===== src/rtl/gbcy_pkg.sv =====
`default_nettype none

package gbcy_pkg;

  // Field and state widths
  localparam int RawW   = 16;
  localparam int OpW    = 2;
  localparam int ScaleW = 32;
  localparam int ThrW   = 31;
  localparam int CountW = 10;
  localparam int StepW  = 32;
  localparam int RateW  = 32;
  localparam int SumW   = 42;
  localparam int HeadW  = 25;
  localparam int HSumW  = 34;
  localparam int WideW  = 40;
  localparam int ProdW  = 64;
  localparam int CfgIdxW = 2;

  // Register reset values
  localparam logic [ScaleW-1:0] RateScaleRst = 32'd1024000;
  localparam logic [ThrW-1:0]   NoiseThrRst  = 31'd16384;
  localparam logic [CountW-1:0] SampleCntRst = 10'd200;
  localparam logic [StepW-1:0]  TimeStepRst  = 32'd21474836;

  localparam logic [CountW-1:0] CountMax = 10'd1023;

  // Half and full turn in Q16.16 degrees
  localparam logic signed [HSumW-1:0] Deg180 = 34'sd11796480;
  localparam logic signed [HSumW-1:0] Deg360 = 34'sd23592960;

  typedef enum logic [OpW-1:0] {
    OP_CAL     = 2'd0,
    OP_UPDATE  = 2'd1,
    OP_YAW_CLR = 2'd2,
    OP_NONE    = 2'd3
  } op_e;

  typedef enum logic [CfgIdxW-1:0] {
    REG_RATE_SCALE = 2'd0,
    REG_NOISE_THR  = 2'd1,
    REG_SAMPLE_CNT = 2'd2,
    REG_TIME_STEP  = 2'd3
  } reg_e;

  typedef enum logic [3:0] {
    ST_IDLE,
    ST_MUL_RAW,
    ST_EVAL,
    ST_MUL_STEP,
    ST_INTEG,
    ST_WRAP,
    ST_DIV_GO,
    ST_DIV,
    ST_OUT
  } state_e;

  typedef struct packed {
    logic busy;
    logic done;
  } div_status_t;

  // Saturate a wide signed value to 32 bit signed
  function automatic logic signed [RateW-1:0] sat32(input logic signed [WideW-1:0] v);
    logic signed [WideW-1:0] hi;
    logic signed [WideW-1:0] lo;
    hi = WideW'(signed'({1'b0, {(RateW-1){1'b1}}}));
    lo = -hi - WideW'(1);
    if (v > hi) begin
      sat32 = RateW'(hi);
    end else if (v < lo) begin
      sat32 = RateW'(lo);
    end else begin
      sat32 = v[RateW-1:0];
    end
  endfunction

endpackage

`default_nettype wire


===== src/rtl/gbcy_div.sv =====
`default_nettype none

// Restoring divider, one quotient bit per cycle
module gbcy_div import gbcy_pkg::*; #(
  parameter int DividendW = SumW,
  parameter int DivisorW  = CountW
) (
  input  wire logic                 clk_i,
  input  wire logic                 rst_ni,
  input  wire logic                 start_i,
  input  wire logic [DividendW-1:0] dividend_i,
  input  wire logic [DivisorW-1:0]  divisor_i,
  output logic      [DividendW-1:0] quotient_o,
  output div_status_t               status_o
);

  localparam int CntW = $clog2(DividendW + 1);

  logic [DivisorW-1:0]  rem_q, rem_d;
  logic [DividendW-1:0] quo_q, quo_d;
  logic [DivisorW-1:0]  dvs_q, dvs_d;
  logic [CntW-1:0]      cnt_q, cnt_d;
  logic                 busy_q, busy_d;
  logic                 done_q, done_d;

  logic [DivisorW:0] trial;
  logic [DivisorW:0] diff;
  logic              ge;

  assign trial = {rem_q, quo_q[DividendW-1]};
  assign diff  = trial - {1'b0, dvs_q};
  assign ge    = trial >= {1'b0, dvs_q};

  // Load on start, then shift one bit in per cycle
  always_comb begin
    rem_d  = rem_q;
    quo_d  = quo_q;
    dvs_d  = dvs_q;
    cnt_d  = cnt_q;
    busy_d = busy_q;
    done_d = 1'b0;
    if (start_i) begin
      rem_d  = '0;
      quo_d  = dividend_i;
      dvs_d  = divisor_i;
      cnt_d  = CntW'(DividendW);
      busy_d = 1'b1;
    end else if (busy_q) begin
      rem_d = ge ? diff[DivisorW-1:0] : trial[DivisorW-1:0];
      quo_d = {quo_q[DividendW-2:0], ge};
      cnt_d = cnt_q - CntW'(1);
      if (cnt_q == CntW'(1)) begin
        busy_d = 1'b0;
        done_d = 1'b1;
      end
    end
  end

  always_ff @(posedge clk_i or negedge rst_ni) begin
    if (!rst_ni) begin
      cnt_q  <= '0;
      busy_q <= 1'b0;
      done_q <= 1'b0;
    end else begin
      cnt_q  <= cnt_d;
      busy_q <= busy_d;
      done_q <= done_d;
    end
  end

  always_ff @(posedge clk_i) begin
    rem_q <= rem_d;
    quo_q <= quo_d;
    dvs_q <= dvs_d;
  end

  assign quotient_o    = quo_q;
  assign status_o.busy = busy_q;
  assign status_o.done = done_q;

endmodule

`default_nettype wire


===== config.mk =====
export PLATFORM = sky130hd
export DESIGN_NAME = gbcy_div
export DESIGN_NICKNAME = d
export VERILOG_FILES = /design/src/rtl/gbcy_pkg.sv /design/src/rtl/gbcy_div.sv
export SDC_FILE = /design/constraint.sdc
export NUM_CORES = 1
export LEC_CHECK = 0
export BUFFER_PORTS_ARGS = -buffer_cell sky130_fd_sc_hd__buf_2
export CORE_MARGIN = 2
export CORE_UTILIZATION = 42
export CTS_CLUSTER_DIAMETER = 60
export DETAILED_ROUTE_END_ITERATION = 10
export PLACE_DENSITY = 0.67
export SLEW_MARGIN = 40
export SYNTH_ARGS = -nofsm -noshare
export SYNTH_HDL_FRONTEND = slang
export SYNTH_SLANG_ARGS = --single-unit

===== constraint.sdc =====
create_clock -name clk_i -period 4.4 [get_ports clk_i]
set_input_delay 0.44 -clock clk_i [delete_from_list [all_inputs] [get_ports clk_i]]
set_output_delay 0.44 -clock clk_i [all_outputs]
set_load 0.05 [all_outputs]

==> results by group <==
Finish
  – Multi-input gate area: ~1300 µm²
  – Area delta synth->final: 22.83%
  – Fillers: about 700
  – Antenna Cells: 0
  – Share of layout cells above drive strength 1: 46.24%
  – Final Net Count: about 420
  – Register area: around 2000 µm²

Global route
  – Vias in the first global route: roughly 2200
  – Pin count of the biggest net entering global routing: 43
  – Total GRT Usage: 15.89%
  – First-pass GRT wire length: 10740 µm
  – Initial antenna violation count: 0
  – Gr ovfl total: 0

Run
  – Number of max-cap violations: 0

Routing
  – Routed wire length: 6794 µm
  – Vias per std cell: 4.996
  – Detail Route Antenna Nets: 0
  – Routed length per instance: ~15 µm
  – DR iter-0 viols: ~160
  – Vias: approximately 2300
  – Drt pass-1 iters: 4
  – DRC Markers: 0

Synthesis
  – Main synth FF type: edfxtp_1
  – Mean area per synthesized cell: approximately 13 µm²
  – Number of enable flip-flop cells after synthesis: 52
  – Dominant cell type by area after synthesis: edfxtp_1
  – Syn_nets: approximately 320
  – Most common cell in the synthesized netlist: edfxtp_1
  – Synth cell count leaders: edfxtp_1 (52), mux2_2 (42), nor2_1 (24)
  – Post-synth top area share: 45.95%
  – Asr flop ratio synth: about 11%
  – Synth unique cells: 44
  – Flops & latches, synth: 70
  – Seq/Total Area, Yosys: a little under 60%
  – Post-Syn Instances: ~250
  – Top cells by area, synth: edfxtp_1 (46%), mux2_2 (14%), dfrtp_1 (5.9%)
  – Yosys warns: 0
  – Mapped Area: 3398 µm²

Setup path
  – Critical Path Sink Type: flip-flop
  – R2R depth: 10
  – Crit start category: flip-flop
  – WS Path Type: flip-flop to flip-flop
  – R2R setup slack: a little under 2000 ps
  – Arrival time worst endpoint: around 2700 ps
  – RR Startpoint: quotient_o[41]
  – Largest stage delay, worst path: approximately 400 ps
  – Crit-path slowest cell: edfxtp_1
  – Reg2Reg Capture Point: rem_q[8]
  – Critical path peak fanout: 3
  – CP required: ~4600 ps
  – CP Cell Sequence: inv_1 -> ha_1 -> inv_1 -> fa_1 -> a211oi_1 -> nor3b_1 -> o22ai_1 -> xnor2_1 -> mux2i_1 -> a211oi_1

CTS
  – TritonCTS sink count: 70
  – Num CTS Buffers: 9
  – Worst-skew pair later-pin latency: ~350 ps
  – CTS Root Cell: clkbuf_8
  – # hold bufs at CTS: 1
  – Clock slew at reported path FFs: about 80 ps
  – CTS Buffer Depth: 2
  – Number of post-CTS setup repair buffers: 0
  – H-tree level count: 3
  – Cts repair resizes: 0
  – TritonCTS clock tree: built

Die
  – Boundary Pins: 99
  – Die Y: 93.95 µm
  – Core Box Area: slightly below 8000 µm²
  – Site row count: 32
  – Chip width: 93.95 µm
  – Initial core utilization: between 40% and 50%
  – Die footprint: 8827 µm²

Timing
  – TNS Setup: 0 ps
  – Final worst path period need: 2479 ps
  – Final Setup Violations: 0
  – Slew headroom: between 40% and 50%
  – Hold Vio Cnt, Final: 0
  – Tcrit/Tclk final: 56.35%
  – Slew Limit Fails: 0
  – Clock skew: approximately 13 ps
  – Worst Max-Slew Pin Slew: ~770 ps
  – RSZ-0062 raised after global routing: no
  – Max Fclk: roughly 0.40 GHz

Place
  – IO Port Bufs: 98
  – Final Wtd Congestion: 0.8136
  – DP HPWL: approximately 5000 µm

Power
  – Lkg Pwr: about 1.8 nW
  – Total power: between 2 and 2.5 mW
  – Max VDD drop: about 270 µV
  – Pwr/cell area: ~530 nW/µm²

Hold path
  – HP Start: divisor_i[4]
  – Hold Path Sink: dvs_q[4]
  – Min-delay worst type: input pin to flip-flop
  – Min-Delay Path Depth: 1

Status
  – Outcome: finished clean
## critical path: cells and delay by family, from the launching register on
family          cells  cell delay, ps
mux                 1              90
buf+inv             2             170
fa+ha+maj           2             620
flops               1             400
compound gates      3             810
simple gates        1             150
xor+xnor            1             150
## metrics by stage
stage,hold slack (ps),instances,setup slack [ps],utilization [%],instance area [µm²]
after global routing,262.9,461,1792,53.74,4174
final,271.2,461,1921,53.74,4174
after detailed placement,292.1,444,1955,51.08,3968
after floorplan,144.4,254,1966,-,3398
after global placement,292.6,444,2041,51.08,3968
after CTS,255.5,461,1890,53.74,4174
## layout make-up
cell class	instances	area share (%)
tap	102	3.058
clock inverter	7	1.739
timing repair buffer	101	12.35
inverter	16	1.439
multi-input combinational	156	31.44
sequential	70	47.00
clock buffer	9	2.968
## layer usage
metal	vias to the layer above	part of all wire, %	GRT usage [%]
met3	14	6.2	4.334
met2	71	47	24.11
met4	0	2.3	7.246
met5	-	0	0
li1	1133	-	-
met1	1085	44	21.26
## registers in the layout, summed over array words and instances (netlist names)
name	cells
cnt_q	6
quotient_o	42
rem_q	10
busy_q	1
dvs_q	10
done_q	1
## worst max path at each step
stage | start | end | slack, ps
final | quotient_o[41] | rem_q[8] | 1920
after global placement | quotient_o[41] | rem_q[8] | 2040
after detailed placement | quotient_o[41] | rem_q[8] | 1960
after floorplan | quotient_o[41] | rem_q[6] | 1970
after global routing | quotient_o[41] | rem_q[8] | 1790
after CTS | quotient_o[41] | rem_q[8] | 1890
## cell usage in the layout, fill, tap and decap left out, types with 2 or more instances in the layout
cell,count
o22ai_1,2
nor2_1,24
nand2_2,2
nor4_1,2
dfxtp_1,10
nand2b_1,3
nor3b_1,2
nand2_1,6
a211oi_1,8
edfxtp_1,52
ha_1,12
inv_6,2
mux2i_1,8
nor3_1,6
xnor2_1,7
o21a_1,3
clkbuf_8,9
a21oi_1,4
inv_1,15
o21ai_0,3
buf_2,98
buf_4,2
dfrtp_1,8
mux2_2,42
xor2_1,3
## cells by family after synthesis
logic type               synth area share [%]
flip-flops                              57.73
AND/OR/NAND/NOR                         7.585
multiplexers                            16.61
AO/OA/AOI/OAI                           6.848
buffers and inverters                   3.645
adder cells (fa/ha/maj)                 5.007
XOR/XNOR                                2.577
## where the power goes
| part | internal [mW] | switching [mW] |
|---|---|---|
| Clock | 0.264 | 0.253 |
| Combinational | 0.315 | 0.470 |
| Sequential | 0.822 | 0.0679 |
No activity file was read; power rests on OpenSTA's default activity.
